`src/shs_pkg.sv`:
```
// shared types, constants and helper functions for the sha-256 stream hash core
`default_nettype none
package shs_pkg;

  typedef logic [31:0] word_t;

  typedef struct packed {
    logic [7:0] data_byte;
    logic       has_byte;
    logic       end_of_message;
  } in_word_t;

  typedef struct packed {
    logic [31:0] digest_word;
    logic        word_last;
  } out_word_t;

  typedef enum logic [2:0] {
    ST_IDLE,
    ST_INIT,
    ST_ROUND,
    ST_FINAL,
    ST_OUT
  } state_t;

  // what the block being compressed holds
  typedef enum logic [1:0] {
    BLK_DATA,
    BLK_PAD_LEN,
    BLK_PAD_ONLY,
    BLK_LEN_ONLY
  } blk_kind_t;

  typedef struct packed {
    blk_kind_t   kind;
    logic [5:0]  fill;
    logic [23:0] acc;
    logic [63:0] bit_len;
  } msg_ctl_t;

  localparam int unsigned BLOCK_WORDS = 16;
  localparam int unsigned ROUNDS      = 64;
  localparam int unsigned HASH_WORDS  = 8;
  localparam int unsigned BLOCK_BYTES = 64;
  localparam int unsigned LENGTH_POS  = 56;
  localparam logic [7:0]  PAD_BYTE    = 8'h80;

  localparam word_t K_TAB [ROUNDS] = '{
    32'h428a2f98, 32'h71374491, 32'hb5c0fbcf, 32'he9b5dba5,
    32'h3956c25b, 32'h59f111f1, 32'h923f82a4, 32'hab1c5ed5,
    32'hd807aa98, 32'h12835b01, 32'h243185be, 32'h550c7dc3,
    32'h72be5d74, 32'h80deb1fe, 32'h9bdc06a7, 32'hc19bf174,
    32'he49b69c1, 32'hefbe4786, 32'h0fc19dc6, 32'h240ca1cc,
    32'h2de92c6f, 32'h4a7484aa, 32'h5cb0a9dc, 32'h76f988da,
    32'h983e5152, 32'ha831c66d, 32'hb00327c8, 32'hbf597fc7,
    32'hc6e00bf3, 32'hd5a79147, 32'h06ca6351, 32'h14292967,
    32'h27b70a85, 32'h2e1b2138, 32'h4d2c6dfc, 32'h53380d13,
    32'h650a7354, 32'h766a0abb, 32'h81c2c92e, 32'h92722c85,
    32'ha2bfe8a1, 32'ha81a664b, 32'hc24b8b70, 32'hc76c51a3,
    32'hd192e819, 32'hd6990624, 32'hf40e3585, 32'h106aa070,
    32'h19a4c116, 32'h1e376c08, 32'h2748774c, 32'h34b0bcb5,
    32'h391c0cb3, 32'h4ed8aa4a, 32'h5b9cca4f, 32'h682e6ff3,
    32'h748f82ee, 32'h78a5636f, 32'h84c87814, 32'h8cc70208,
    32'h90befffa, 32'ha4506ceb, 32'hbef9a3f7, 32'hc67178f2
  };

  localparam word_t IV_TAB [HASH_WORDS] = '{
    32'h6a09e667, 32'hbb67ae85, 32'h3c6ef372, 32'ha54ff53a,
    32'h510e527f, 32'h9b05688c, 32'h1f83d9ab, 32'h5be0cd19
  };

  function automatic word_t rotr(input word_t x, input int unsigned n);
    return (x >> n) | (x << (32 - n));
  endfunction

  function automatic word_t small_sig0(input word_t x);
    return rotr(x, 7) ^ rotr(x, 18) ^ (x >> 3);
  endfunction

  function automatic word_t small_sig1(input word_t x);
    return rotr(x, 17) ^ rotr(x, 19) ^ (x >> 10);
  endfunction

  function automatic word_t big_sig0(input word_t x);
    return rotr(x, 2) ^ rotr(x, 13) ^ rotr(x, 22);
  endfunction

  function automatic word_t big_sig1(input word_t x);
    return rotr(x, 6) ^ rotr(x, 11) ^ rotr(x, 25);
  endfunction

endpackage
`default_nettype wire

```
`src/sha256_stream_hash_core.sv`:
```
// sha-256 over a byte stream: input gathering, block ram, round sequencer and digest output
`default_nettype none
// Takes one message byte per input word and returns the eight SHA-256 digest
// words, h0 first, after a word with end_of_message set; word_last marks h7.
// A byte that does not complete a 64-byte block is taken without a stall. A
// byte that completes a block stalls the input: ST_INIT loads the working
// variables, 64 rounds of the single round unit run at one round per cycle,
// and ST_FINAL folds the result into the chain value. End of message adds
// one such pass (two when 56 or more bytes of the last block are held), then
// the eight digest words are offered one per cycle while the output is not
// stalled. No input is taken while a block is compressed or the digest drains.
// Message bytes sit in a 16 x 32-bit ram; padding and length words are
// generated on the fly, so no clearing pass is needed after reset.
module sha256_stream_hash_core (
  input  wire logic              clk,
  input  wire logic              rst_n,
  input  wire logic              in_valid,
  output logic                   in_stall,
  input  wire shs_pkg::in_word_t in_data,
  output logic                   out_valid,
  input  wire logic              out_stall,
  output shs_pkg::out_word_t     out_data
);
  import shs_pkg::*;

  state_t      state_r;
  state_t      state_nxt;
  blk_kind_t   kind_r;
  blk_kind_t   pad_kind;
  logic [5:0]  fill_r;
  logic [5:0]  fill_after;
  logic [60:0] len_r;
  logic [23:0] acc_r;
  logic        eom_r;
  logic [5:0]  rnd_r;
  logic [2:0]  oidx_r;
  word_t       chain_r [HASH_WORDS];
  word_t       vars_r  [HASH_WORDS];
  word_t       vars_nxt [HASH_WORDS];

  logic        in_acc;
  logic        byte_take;
  logic        blk_full;
  logic        start_cmp;
  logic        ram_we;
  logic [3:0]  ram_raddr;
  word_t       ram_word;
  word_t       sched;
  msg_ctl_t    msg_ctl;

  assign in_acc     = in_valid && !in_stall;
  assign byte_take  = in_acc && in_data.has_byte;
  assign blk_full   = byte_take && (fill_r == 6'(BLOCK_BYTES - 1));
  assign start_cmp  = in_acc && (blk_full || in_data.end_of_message);
  assign fill_after = byte_take ? fill_r + 6'd1 : fill_r;
  // no room for the length after the pad byte: an extra block follows
  assign pad_kind   = (fill_after >= 6'(LENGTH_POS)) ? BLK_PAD_ONLY : BLK_PAD_LEN;

  // a full word goes to the ram with its fourth byte
  assign ram_we    = byte_take && (fill_r[1:0] == 2'd3);
  assign ram_raddr = (state_r == ST_INIT) ? 4'd0 : rnd_r[3:0] + 4'd1;

  shs_ram #(
    .WIDTH (32),
    .DEPTH (BLOCK_WORDS)
  ) u_blk_ram (
    .clk   (clk),
    .we    (ram_we),
    .waddr (fill_r[5:2]),
    .wdata ({acc_r, in_data.data_byte}),
    .raddr (ram_raddr),
    .rdata (ram_word)
  );

  assign msg_ctl.kind    = kind_r;
  assign msg_ctl.fill    = fill_r;
  assign msg_ctl.acc     = acc_r;
  assign msg_ctl.bit_len = {len_r, 3'b000};

  shs_msg u_msg (
    .clk        (clk),
    .idx        (rnd_r[3:0]),
    .from_block (rnd_r[5:4] == 2'd0),
    .shift_en   (state_r == ST_ROUND),
    .ram_word   (ram_word),
    .ctl        (msg_ctl),
    .sched      (sched)
  );

  shs_round u_round (
    .v_in  (vars_r),
    .k     (K_TAB[rnd_r]),
    .w     (sched),
    .v_out (vars_nxt)
  );

  // next state
  always_comb begin
    state_nxt = state_r;
    case (state_r)
      ST_IDLE: begin
        if (start_cmp) begin
          state_nxt = ST_INIT;
        end
      end
      ST_INIT: state_nxt = ST_ROUND;
      ST_ROUND: begin
        if (rnd_r == 6'(ROUNDS - 1)) begin
          state_nxt = ST_FINAL;
        end
      end
      ST_FINAL: begin
        if (kind_r == BLK_DATA && !eom_r) begin
          state_nxt = ST_IDLE;
        end else if (kind_r == BLK_PAD_LEN || kind_r == BLK_LEN_ONLY) begin
          state_nxt = ST_OUT;
        end else begin
          state_nxt = ST_INIT;
        end
      end
      ST_OUT: begin
        if (!out_stall && oidx_r == 3'(HASH_WORDS - 1)) begin
          state_nxt = ST_IDLE;
        end
      end
      default: state_nxt = ST_IDLE;
    endcase
  end

  // outputs
  always_comb begin
    in_stall             = (state_r != ST_IDLE);
    out_valid            = (state_r == ST_OUT);
    out_data.digest_word = chain_r[oidx_r];
    out_data.word_last   = (oidx_r == 3'(HASH_WORDS - 1));
  end

  always_ff @(posedge clk) begin
    if (!rst_n) begin
      state_r <= ST_IDLE;
      kind_r  <= BLK_DATA;
      fill_r  <= '0;
      len_r   <= '0;
      eom_r   <= 1'b0;
      rnd_r   <= '0;
      oidx_r  <= '0;
      for (int j = 0; j < HASH_WORDS; j++) begin
        chain_r[j] <= IV_TAB[j];
      end
    end else begin
      state_r <= state_nxt;
      case (state_r)
        ST_IDLE: begin
          if (byte_take) begin
            acc_r  <= {acc_r[15:0], in_data.data_byte};
            fill_r <= fill_r + 6'd1;
            len_r  <= len_r + 61'd1;
          end
          if (start_cmp) begin
            eom_r  <= in_data.end_of_message;
            kind_r <= blk_full ? BLK_DATA : pad_kind;
          end
        end
        ST_INIT: begin
          rnd_r <= '0;
          for (int j = 0; j < HASH_WORDS; j++) begin
            vars_r[j] <= chain_r[j];
          end
        end
        ST_ROUND: begin
          rnd_r <= rnd_r + 6'd1;
          for (int j = 0; j < HASH_WORDS; j++) begin
            vars_r[j] <= vars_nxt[j];
          end
        end
        ST_FINAL: begin
          for (int j = 0; j < HASH_WORDS; j++) begin
            chain_r[j] <= chain_r[j] + vars_r[j];
          end
          // a full data block with the end pending: padding starts a fresh block
          if (kind_r == BLK_DATA && eom_r) begin
            kind_r <= BLK_PAD_LEN;
          end else if (kind_r == BLK_PAD_ONLY) begin
            kind_r <= BLK_LEN_ONLY;
          end
        end
        ST_OUT: begin
          if (!out_stall) begin
            oidx_r <= oidx_r + 3'd1;
            if (oidx_r == 3'(HASH_WORDS - 1)) begin
              fill_r <= '0;
              len_r  <= '0;
              eom_r  <= 1'b0;
              for (int j = 0; j < HASH_WORDS; j++) begin
                chain_r[j] <= IV_TAB[j];
              end
            end
          end
        end
        default: ;
      endcase
    end
  end

endmodule
`default_nettype wire

```
`src/shs_ram.sv`:
```
// generic single write port ram with registered read
`default_nettype none
module shs_ram #(
  parameter int unsigned WIDTH = 32,
  parameter int unsigned DEPTH = 16
) (
  input  wire logic                     clk,
  input  wire logic                     we,
  input  wire logic [$clog2(DEPTH)-1:0] waddr,
  input  wire logic [WIDTH-1:0]         wdata,
  input  wire logic [$clog2(DEPTH)-1:0] raddr,
  output logic      [WIDTH-1:0]         rdata
);

  logic [WIDTH-1:0] mem [DEPTH];

  always_ff @(posedge clk) begin
    if (we) begin
      mem[waddr] <= wdata;
    end
    rdata <= mem[raddr];
  end

endmodule
`default_nettype wire

```
`src/shs_msg.sv`:
```
// message word selection with padding and the rolling 16-word schedule window
`default_nettype none
module shs_msg (
  input  wire logic              clk,
  input  wire logic [3:0]        idx,
  input  wire logic              from_block,
  input  wire logic              shift_en,
  input  wire shs_pkg::word_t    ram_word,
  input  wire shs_pkg::msg_ctl_t ctl,
  output shs_pkg::word_t         sched
);
  import shs_pkg::*;

  word_t      w_r [BLOCK_WORDS];
  word_t      blk_word;
  word_t      part_word;
  word_t      expand;
  logic [3:0] full_words;

  assign full_words = ctl.fill[5:2];

  // last partial word with the pad byte placed after the held bytes
  always_comb begin
    case (ctl.fill[1:0])
      2'd0:    part_word = {PAD_BYTE, 24'h0};
      2'd1:    part_word = {ctl.acc[7:0], PAD_BYTE, 16'h0};
      2'd2:    part_word = {ctl.acc[15:0], PAD_BYTE, 8'h0};
      2'd3:    part_word = {ctl.acc[23:0], PAD_BYTE};
      default: part_word = '0;
    endcase
  end

  always_comb begin
    case (ctl.kind)
      BLK_DATA: begin
        blk_word = ram_word;
      end
      BLK_PAD_LEN, BLK_PAD_ONLY: begin
        if (idx < full_words) begin
          blk_word = ram_word;
        end else if (idx == full_words) begin
          blk_word = part_word;
        end else begin
          blk_word = '0;
        end
        if (ctl.kind == BLK_PAD_LEN && idx == 4'd14) begin
          blk_word = ctl.bit_len[63:32];
        end else if (ctl.kind == BLK_PAD_LEN && idx == 4'd15) begin
          blk_word = ctl.bit_len[31:0];
        end
      end
      BLK_LEN_ONLY: begin
        if (idx == 4'd14) begin
          blk_word = ctl.bit_len[63:32];
        end else if (idx == 4'd15) begin
          blk_word = ctl.bit_len[31:0];
        end else begin
          blk_word = '0;
        end
      end
      default: blk_word = '0;
    endcase
  end

  // w_r[15] is the newest word, w_r[0] the one sixteen rounds back
  assign expand = w_r[0] + small_sig0(w_r[1]) + w_r[9] + small_sig1(w_r[14]);
  assign sched  = from_block ? blk_word : expand;

  always_ff @(posedge clk) begin
    if (shift_en) begin
      for (int i = 0; i < BLOCK_WORDS - 1; i++) begin
        w_r[i] <= w_r[i + 1];
      end
      w_r[BLOCK_WORDS - 1] <= sched;
    end
  end

endmodule
`default_nettype wire

```
`src/shs_round.sv`:
```
// one sha-256 compression round over the eight working variables
`default_nettype none
module shs_round (
  input  wire shs_pkg::word_t v_in  [8],
  input  wire shs_pkg::word_t k,
  input  wire shs_pkg::word_t w,
  output shs_pkg::word_t      v_out [8]
);
  import shs_pkg::*;

  word_t ch;
  word_t maj;
  word_t t_one;
  word_t t_two;

  always_comb begin
    ch    = (v_in[4] & v_in[5]) ^ (~v_in[4] & v_in[6]);
    maj   = (v_in[0] & v_in[1]) ^ (v_in[0] & v_in[2]) ^ (v_in[1] & v_in[2]);
    t_one = v_in[7] + big_sig1(v_in[4]) + ch + k + w;
    t_two = big_sig0(v_in[0]) + maj;
    v_out[7] = v_in[6];
    v_out[6] = v_in[5];
    v_out[5] = v_in[4];
    v_out[4] = v_in[3] + t_one;
    v_out[3] = v_in[2];
    v_out[2] = v_in[1];
    v_out[1] = v_in[0];
    v_out[0] = t_one + t_two;
  end

endmodule
`default_nettype wire

```
`config.mk`:
```
export PLATFORM = sky130hd
export DESIGN_NAME = sha256_stream_hash_core
export DESIGN_NICKNAME = d
export VERILOG_FILES = /design/src/shs_pkg.sv /design/src/sha256_stream_hash_core.sv /design/src/shs_ram.sv /design/src/shs_msg.sv /design/src/shs_round.sv
export SDC_FILE = /design/constraint.sdc
export NUM_CORES = 2
export LEC_CHECK = 0
export BUFFER_PORTS_ARGS = -buffer_cell sky130_fd_sc_hd__buf_2
export CAP_MARGIN = 20
export CORE_ASPECT_RATIO = 1.75
export CORE_MARGIN = 2
export CORE_UTILIZATION = 55
export CTS_CLUSTER_SIZE = 20
export DETAILED_ROUTE_END_ITERATION = 12
export HOLD_SLACK_MARGIN = 0.02
export PLACE_DENSITY = 0.71
export SYNTH_ARGS = -nofsm -noshare
export SYNTH_HDL_FRONTEND = slang
export SYNTH_SLANG_ARGS = --single-unit
```
`constraint.sdc`:
```
create_clock -name clk -period 25.9 [get_ports clk]
set_input_delay 7.77 -clock clk [delete_from_list [all_inputs] [get_ports clk]]
set_output_delay 7.77 -clock clk [all_outputs]
set_load 0.01 [all_outputs]
```
### After elaboration in Yosys (flattened, before gate mapping)

Memories as Yosys holds them, arrays and structs flattened. A register that Yosys moved wholly into a read port is not among the register bits.
Index checks and enable logic that the tools add are counted.

| word-level totals | value |
|---|---|
| memories kept | 4 |
| output and inout port bits | 35 |
| input port bits | 14 |
| bits in read-only memories | 2048 |
| register bits | 362 |
| RAM bits | 1280 |

| operators by class | value |
|---|---|
| bitwise operators | 45 |
| reduce and logical (&&, ||, !) cells | 32 |
| magnitude comparators | 3 |
| mux-type cells | 69 |
| equality and inequality tests | 23 |
| add/subtract/negate cells | 23 |

Memory list:

| name | depth | bits a word | rd ports | clocked after Yosys merged registers in | write ports | RTL line | RTL |
|---|---|---|---|---|---|---|---|
| (no name shown) | 64 | 32 | 1 | 0 | 0 | sha256_stream_hash_core.sv:92 | `.k (K_TAB[rnd_r]),` |
| u_blk_ram.mem | 16 | 32 | 1 | 1 | 1 | shs_ram.sv:15 | `logic [WIDTH-1:0] mem [DEPTH];` |
| u_msg.w_r | 16 | 32 | 16 | 0 | 16 | shs_msg.sv:14 | `word_t w_r [BLOCK_WORDS];` |
| chain_r | 8 | 32 | 9 | 1 | 8 | sha256_stream_hash_core.sv:37 | `word_t chain_r [HASH_WORDS];` |

Operator list:

| cell | count |
|---|---|
| 32-bit two-way mux | 25 |
| 32-bit adder | 18 |
| 256-bit one-hot mux with 2 select lines | 1 |
| 32-bit bitwise XOR | 9 |
| 61-bit two-way mux | 3 |
| 32-bit AND | 5 |
| 32-bit one-hot mux with 4 select lines | 1 |
| 61-bit one-hot mux with 2 select lines | 1 |
| 32-bit one-hot mux with 3 select lines | 1 |
| 61-bit by 1-bit adder with 61-bit output, second input constant | 1 |
| 32-bit inverter | 1 |
| 10-bit by 32-bit OR with 32-bit output | 1 |
| 13-bit by 32-bit OR with 32-bit output | 1 |
| 14-bit by 32-bit OR with 32-bit output | 1 |
| 15-bit by 32-bit OR with 32-bit output | 1 |
| 19-bit by 32-bit OR with 32-bit output | 1 |
| 21-bit by 32-bit OR with 32-bit output | 1 |
| 25-bit by 32-bit OR with 32-bit output | 1 |
| 26-bit by 32-bit OR with 32-bit output | 1 |
| 30-bit by 32-bit OR with 32-bit output | 1 |
| 7-bit by 32-bit OR with 32-bit output | 1 |
| 32-bit by 22-bit bitwise XOR with 32-bit output | 1 |
| 32-bit by 29-bit bitwise XOR with 32-bit output | 1 |
| 6-bit one-hot mux with 2 select lines | 2 |
| 39 further kinds | 115 |

### Longest topological paths before layout

| logic depth | value |
|---|---|
| depth after elaboration | 11 |
| mapped depth | 48 |
| depth with buffers taken out | 48 |

### Hierarchy

Synthesis repeated with hierarchy kept, for this count alone.

| unflattened totals | value |
|---|---|
| cells, all modules | 7865 |
| area total of the unflattened synthesis | 92082.1 µm² |

By module, submodules not included:

| module | area each (µm²) | sequential area each (µm²) | times used | cells each |
|---|---|---|---|---|
| sha256_stream_hash_core | 40144.8 | 16515.8 | 1 | 4470 |
| shs_msg | 21220.4 | 15374.7 | 1 | 1241 |
| shs_ram | 19835.3 | 16015.4 | 1 | 838 |
| shs_round | 10881.7 | 0.0 | 1 | 1316 |

### Worst setup path before layout

OpenSTA, ideal clock, no wires.

| timing path | value |
|---|---|
| path type | input -> register |
| from | input port rst_n |
| to | register vars_r[0] (netlist name), enable pin |
| data arrival time | 19.426 ns |
| setup slack | 5.568 ns |
| buffers on the path | 2 |
| stages on the path | 3 |
| path through | clkbuf_1 > clkbuf_1 > nor2b_1 |

| between the ends | value |
|---|---|
| longest elaborated chain between the ends | 1 |

Ends and longest elaborated chain:

| what | RTL line | RTL |
|---|---|---|
| start: declaration | sha256_stream_hash_core.sv:16 | `input wire logic rst_n,` |
| 2-bit AND reduction (no source line) | n/a |  |
| end signal: indexed assignment | sha256_stream_hash_core.sv:167 | `vars_r[j] <= chain_r[j];` |
| end signal: indexed assignment | sha256_stream_hash_core.sv:173 | `vars_r[j] <= vars_nxt[j];` |
| end: declaration | sha256_stream_hash_core.sv:38 | `word_t vars_r [HASH_WORDS];` |

No other way between the ends.
A chain may end at the register's enable or synchronous reset.

### Worst setup path in the final report

| timing path | value |
|---|---|
| from | register rnd_r[0] |
| to | register vars_r[255] (netlist name), data pin |

| between the ends | value |
|---|---|
| longest elaborated chain between the ends | 10 |

Ends and longest elaborated chain:

| what | RTL line | RTL |
|---|---|---|
| start: declaration | sha256_stream_hash_core.sv:35 | `logic [5:0] rnd_r;` |
| start signal: assignment | sha256_stream_hash_core.sv:171 | `rnd_r <= rnd_r + 6'd1;` |
| branches (longest 5 deep; another with 4-bit < comparator) | n/a |  |
| 32-bit one-hot mux with 3 select lines (*) | shs_msg.sv:34 | `case (ctl.kind)` |
| 32-bit two-way mux (*) | shs_msg.sv:67 | `assign sched = from_block ? blk_word : expand;` |
| net sched[8] | sha256_stream_hash_core.sv:48 | `word_t sched;` |
| 32-bit adder (*) | shs_round.sv:19 | `t_one = v_in[7] + big_sig1(v_in[4]) + ch + k + w;` |
| 32-bit adder (*) | shs_round.sv:28 | `v_out[0] = t_one + t_two;` |
| 256-bit one-hot mux with 2 select lines (*) | sha256_stream_hash_core.sv:152 | `case (state_r)` |

Mark *: on every way through the listed nets, which the timed path passes. The select of a mux whose other input is x is not followed.

==> metrics.txt <==
Hold Path Class flip-flop to flip-flop; Final Hold Fails 0; Synth cell types 97; clock transition at the registers of the reported paths roughly 0.07 ns; final setup violating endpoints 0; post-CTS setup buffers 0; Final period util 0.466; row count 198; CTS tree done; post-synthesis sequential area ratio 0.523; compound-gate portion of the synthesized area 0.132; Initial Util 0.553; CP bufs+invs 8; Root Driver clkbuf_16; Final ANT Viol Nets 0; Main synth FF type edfxtp_1; RSZ-0062 raised after global routing false; Max-slew headroom 0.202; first-pass GRT wire length roughly 440,000 um; clock sinks 1,677; layout cells sized above 1 0.0924; mapped cell area between 0.09 and 0.1 sq mm; Worst-Skew Late Latency around 0.9 ns; post-synthesis mux area share 0.0487; maximum clock path buffer count 4; Multi-input gate area about 0.04 sq mm; IO Port Bufs 48; CTS Buf Count roughly 170; Crit-path slowest cell dfxtp_4; GRT Total Usage 0.354; total length of routed wires just over 300,000 um; total nets after synthesis 8,743; largest area contributor in the netlist edfxtp_1; critical path arrival around 13 ns; required time worst endpoint about 27 ns; max_cap viols 0; post-route minimum period 12.07 ns; CTS H-tree depth 4; pre-CTS WS roughly 13 ns; most used cell, CP inv_1; dpl cells between 10k and 15k; Synth Warn # 0; cell count after synthesis about 8.1k; crit end category flip-flop; top fanout value on the critical path between 50 and 60; drt pass-1 iters 9; final slew viol count 0; Via density roughly 6.3; DP HPWL ~220,000 um; skew final roughly 0.09 ns; routability congestion estimate between 1 and 1.5; vias in the first global route between 60k and 70k; Synth Area in Adders 0.101; area share of the largest cell type after synthesis 0.470; fin cells a little over 10k; share of flip-flops with an asynchronous set or reset 0; Least-Margin Pin Slew about 1.2 ns; main combinational cell family by area after synthesis compound AO/OA/AOI/OAI gates; XOR/XNOR Fraction of Synth Area 0.0591; initial antenna violation count 7; register bit total from synthesis around 1.7k; nets roughly 8.7k; routed len/inst between 20 and 30 um; Iteration-0 DRC Markers around 6.3k; syn avg cell area about 11 sq um; pin count of the biggest net entering global routing 163; die area about 0.17 sq mm; Synth Area in Simple Gates 0.0991; Post-synth EDFFs 1,432; Synth top cells by count edfxtp_1 (1,432), nand2_1 (1,113), inv_1 (511); Reg area about 0.048 sq mm; count leader, synth edfxtp_1; fillcell total about 13k; # IOs just under 50; nature of the critical path startpoint flip-flop; largest stage delay on the critical path 0.78 ns; grt ovf 0; Residual DRC 0; critical path type flip-flop to flip-flop; status complete, no violations; fmax between 80 and 90 MHz; Die Ht around 540 um; P&R area growth vs syn 8.92%; Die Wd around 310 um; CORE AREA between 0.15 and 0.2 sq mm; hold_buf cts 0; final worst setup slack roughly 14 ns; top post-synthesis cells by area edfxtp_1 (47%), ha_1 (5.8%), dfxtp_1 (5.4%); Top delay family on crit path compound AO/OA/AOI/OAI gates; Setup TNS 0 ns; detailed-route via count 65.8k; post-CTS sizing 0
-- stage by stage --
stage | hold WS [ns] | area [sq um] | util
after floorplan | 0.400 | 91600 | -
after global placement | 0.400 | 94400 | 0.569
after detailed placement | 0.405 | 94400 | 0.569
after CTS | 0.380 | 99600 | 0.601
after global routing | 0.388 | 99700 | 0.602
final | 0.379 | 99700 | 0.602
-- final cells by class --
| cell class | instances | share of cell area |
|---|---|---|
| antenna | 5 | 0.000125 |
| clock buffer | 228 | 0.0460 |
| clock inverter | 63 | 0.00691 |
| inverter | 515 | 0.0195 |
| multi-input combinational | 5527 | 0.406 |
| sequential | 1677 | 0.480 |
| tap | 2200 | 0.0276 |
| timing repair buffer | 179 | 0.0133 |
-- worst reg2reg max path: cells and delay by family, from the launching register on --
kind                       cells  cell delay (ns)
xor gates and xnor gates       3             0.64
buffers and inverters          8             1.25
and+or+nand+nor                9             2.40
AOI/OAI and AO/OA             14             3.76
adders and majority gates      7             3.16
DFF                            1             0.78
-- final timing paths --
path | depth (start not counted) | startpoint | slack, ns | endpoint
worst max-delay path | 41 | rnd_r[0]$_SDFFE_PN0N_ | 13.83 | vars_r[255]$_DFFE_PP_
worst min-delay path | 0 | u_msg.w_r[11][25]$_DFFE_PP_ | 0.38 | u_msg.w_r[10][25]$_DFFE_PP_
worst max register to register | 41 | rnd_r[0]$_SDFFE_PN0N_ | 13.83 | vars_r[255]$_DFFE_PP_
worst min register to register | 0 | u_msg.w_r[11][25]$_DFFE_PP_ | 0.38 | u_msg.w_r[10][25]$_DFFE_PP_
-- flip-flops by register name, indices dropped and copies added, names as in the netlist, 2 cells and up, named ones only --
register and cells:
len_r 61, u_blk_ram.rdata 32, u_blk_ram.mem 512, state_r 3, acc_r 24, kind_r 2, rnd_r 6, chain_r 256
u_msg.w_r 512, vars_r 256, fill_r 6, oidx_r 3
-- kinds of logic after synthesis --
logic type | Yosys count
compound gates | 1874
xor+xnor | 615
fa+ha+maj | 624
buf+inv | 904
flops | 1677
mux | 339
simple gates | 2075
-- placed cells by master (no fill, tap or decap), drive strengths merged, types with 35 or more instances in the layout --
cell / n
nand3: 115
nand2b: 64
ha: 424
a211oi: 60
or3: 45
edfxtp: 1432
nand4: 36
a22o: 35
a21o: 202
o21ai: 498
nand2: 1113
xor2: 230
a221oi: 74
o211ai: 54
o21a: 47
mux2: 189
buf: 179
clkbuf: 228
a31oi: 100
mux2i: 84
a21oi: 442
a22oi: 58
xnor2: 383
nor2: 383
inv: 525
nor2b: 58
nor3: 107
mux4: 66
fa: 197
o21bai: 53
dfxtp: 245
and3: 45
-- routing by layer --
metal  share of wire  track usage  vias to the layer above
met5         0.00055      0.00398                        -
met4            0.11        0.312                       10
met3           0.059       0.0515                     1047
met2            0.51        0.625                     2883
met1            0.33        0.365                    32600
li1                -            -                    29200
Power is left out: the tool's default activity adds up to more than one toggle a clock period on the data nets, which glitch-free logic cannot reach.
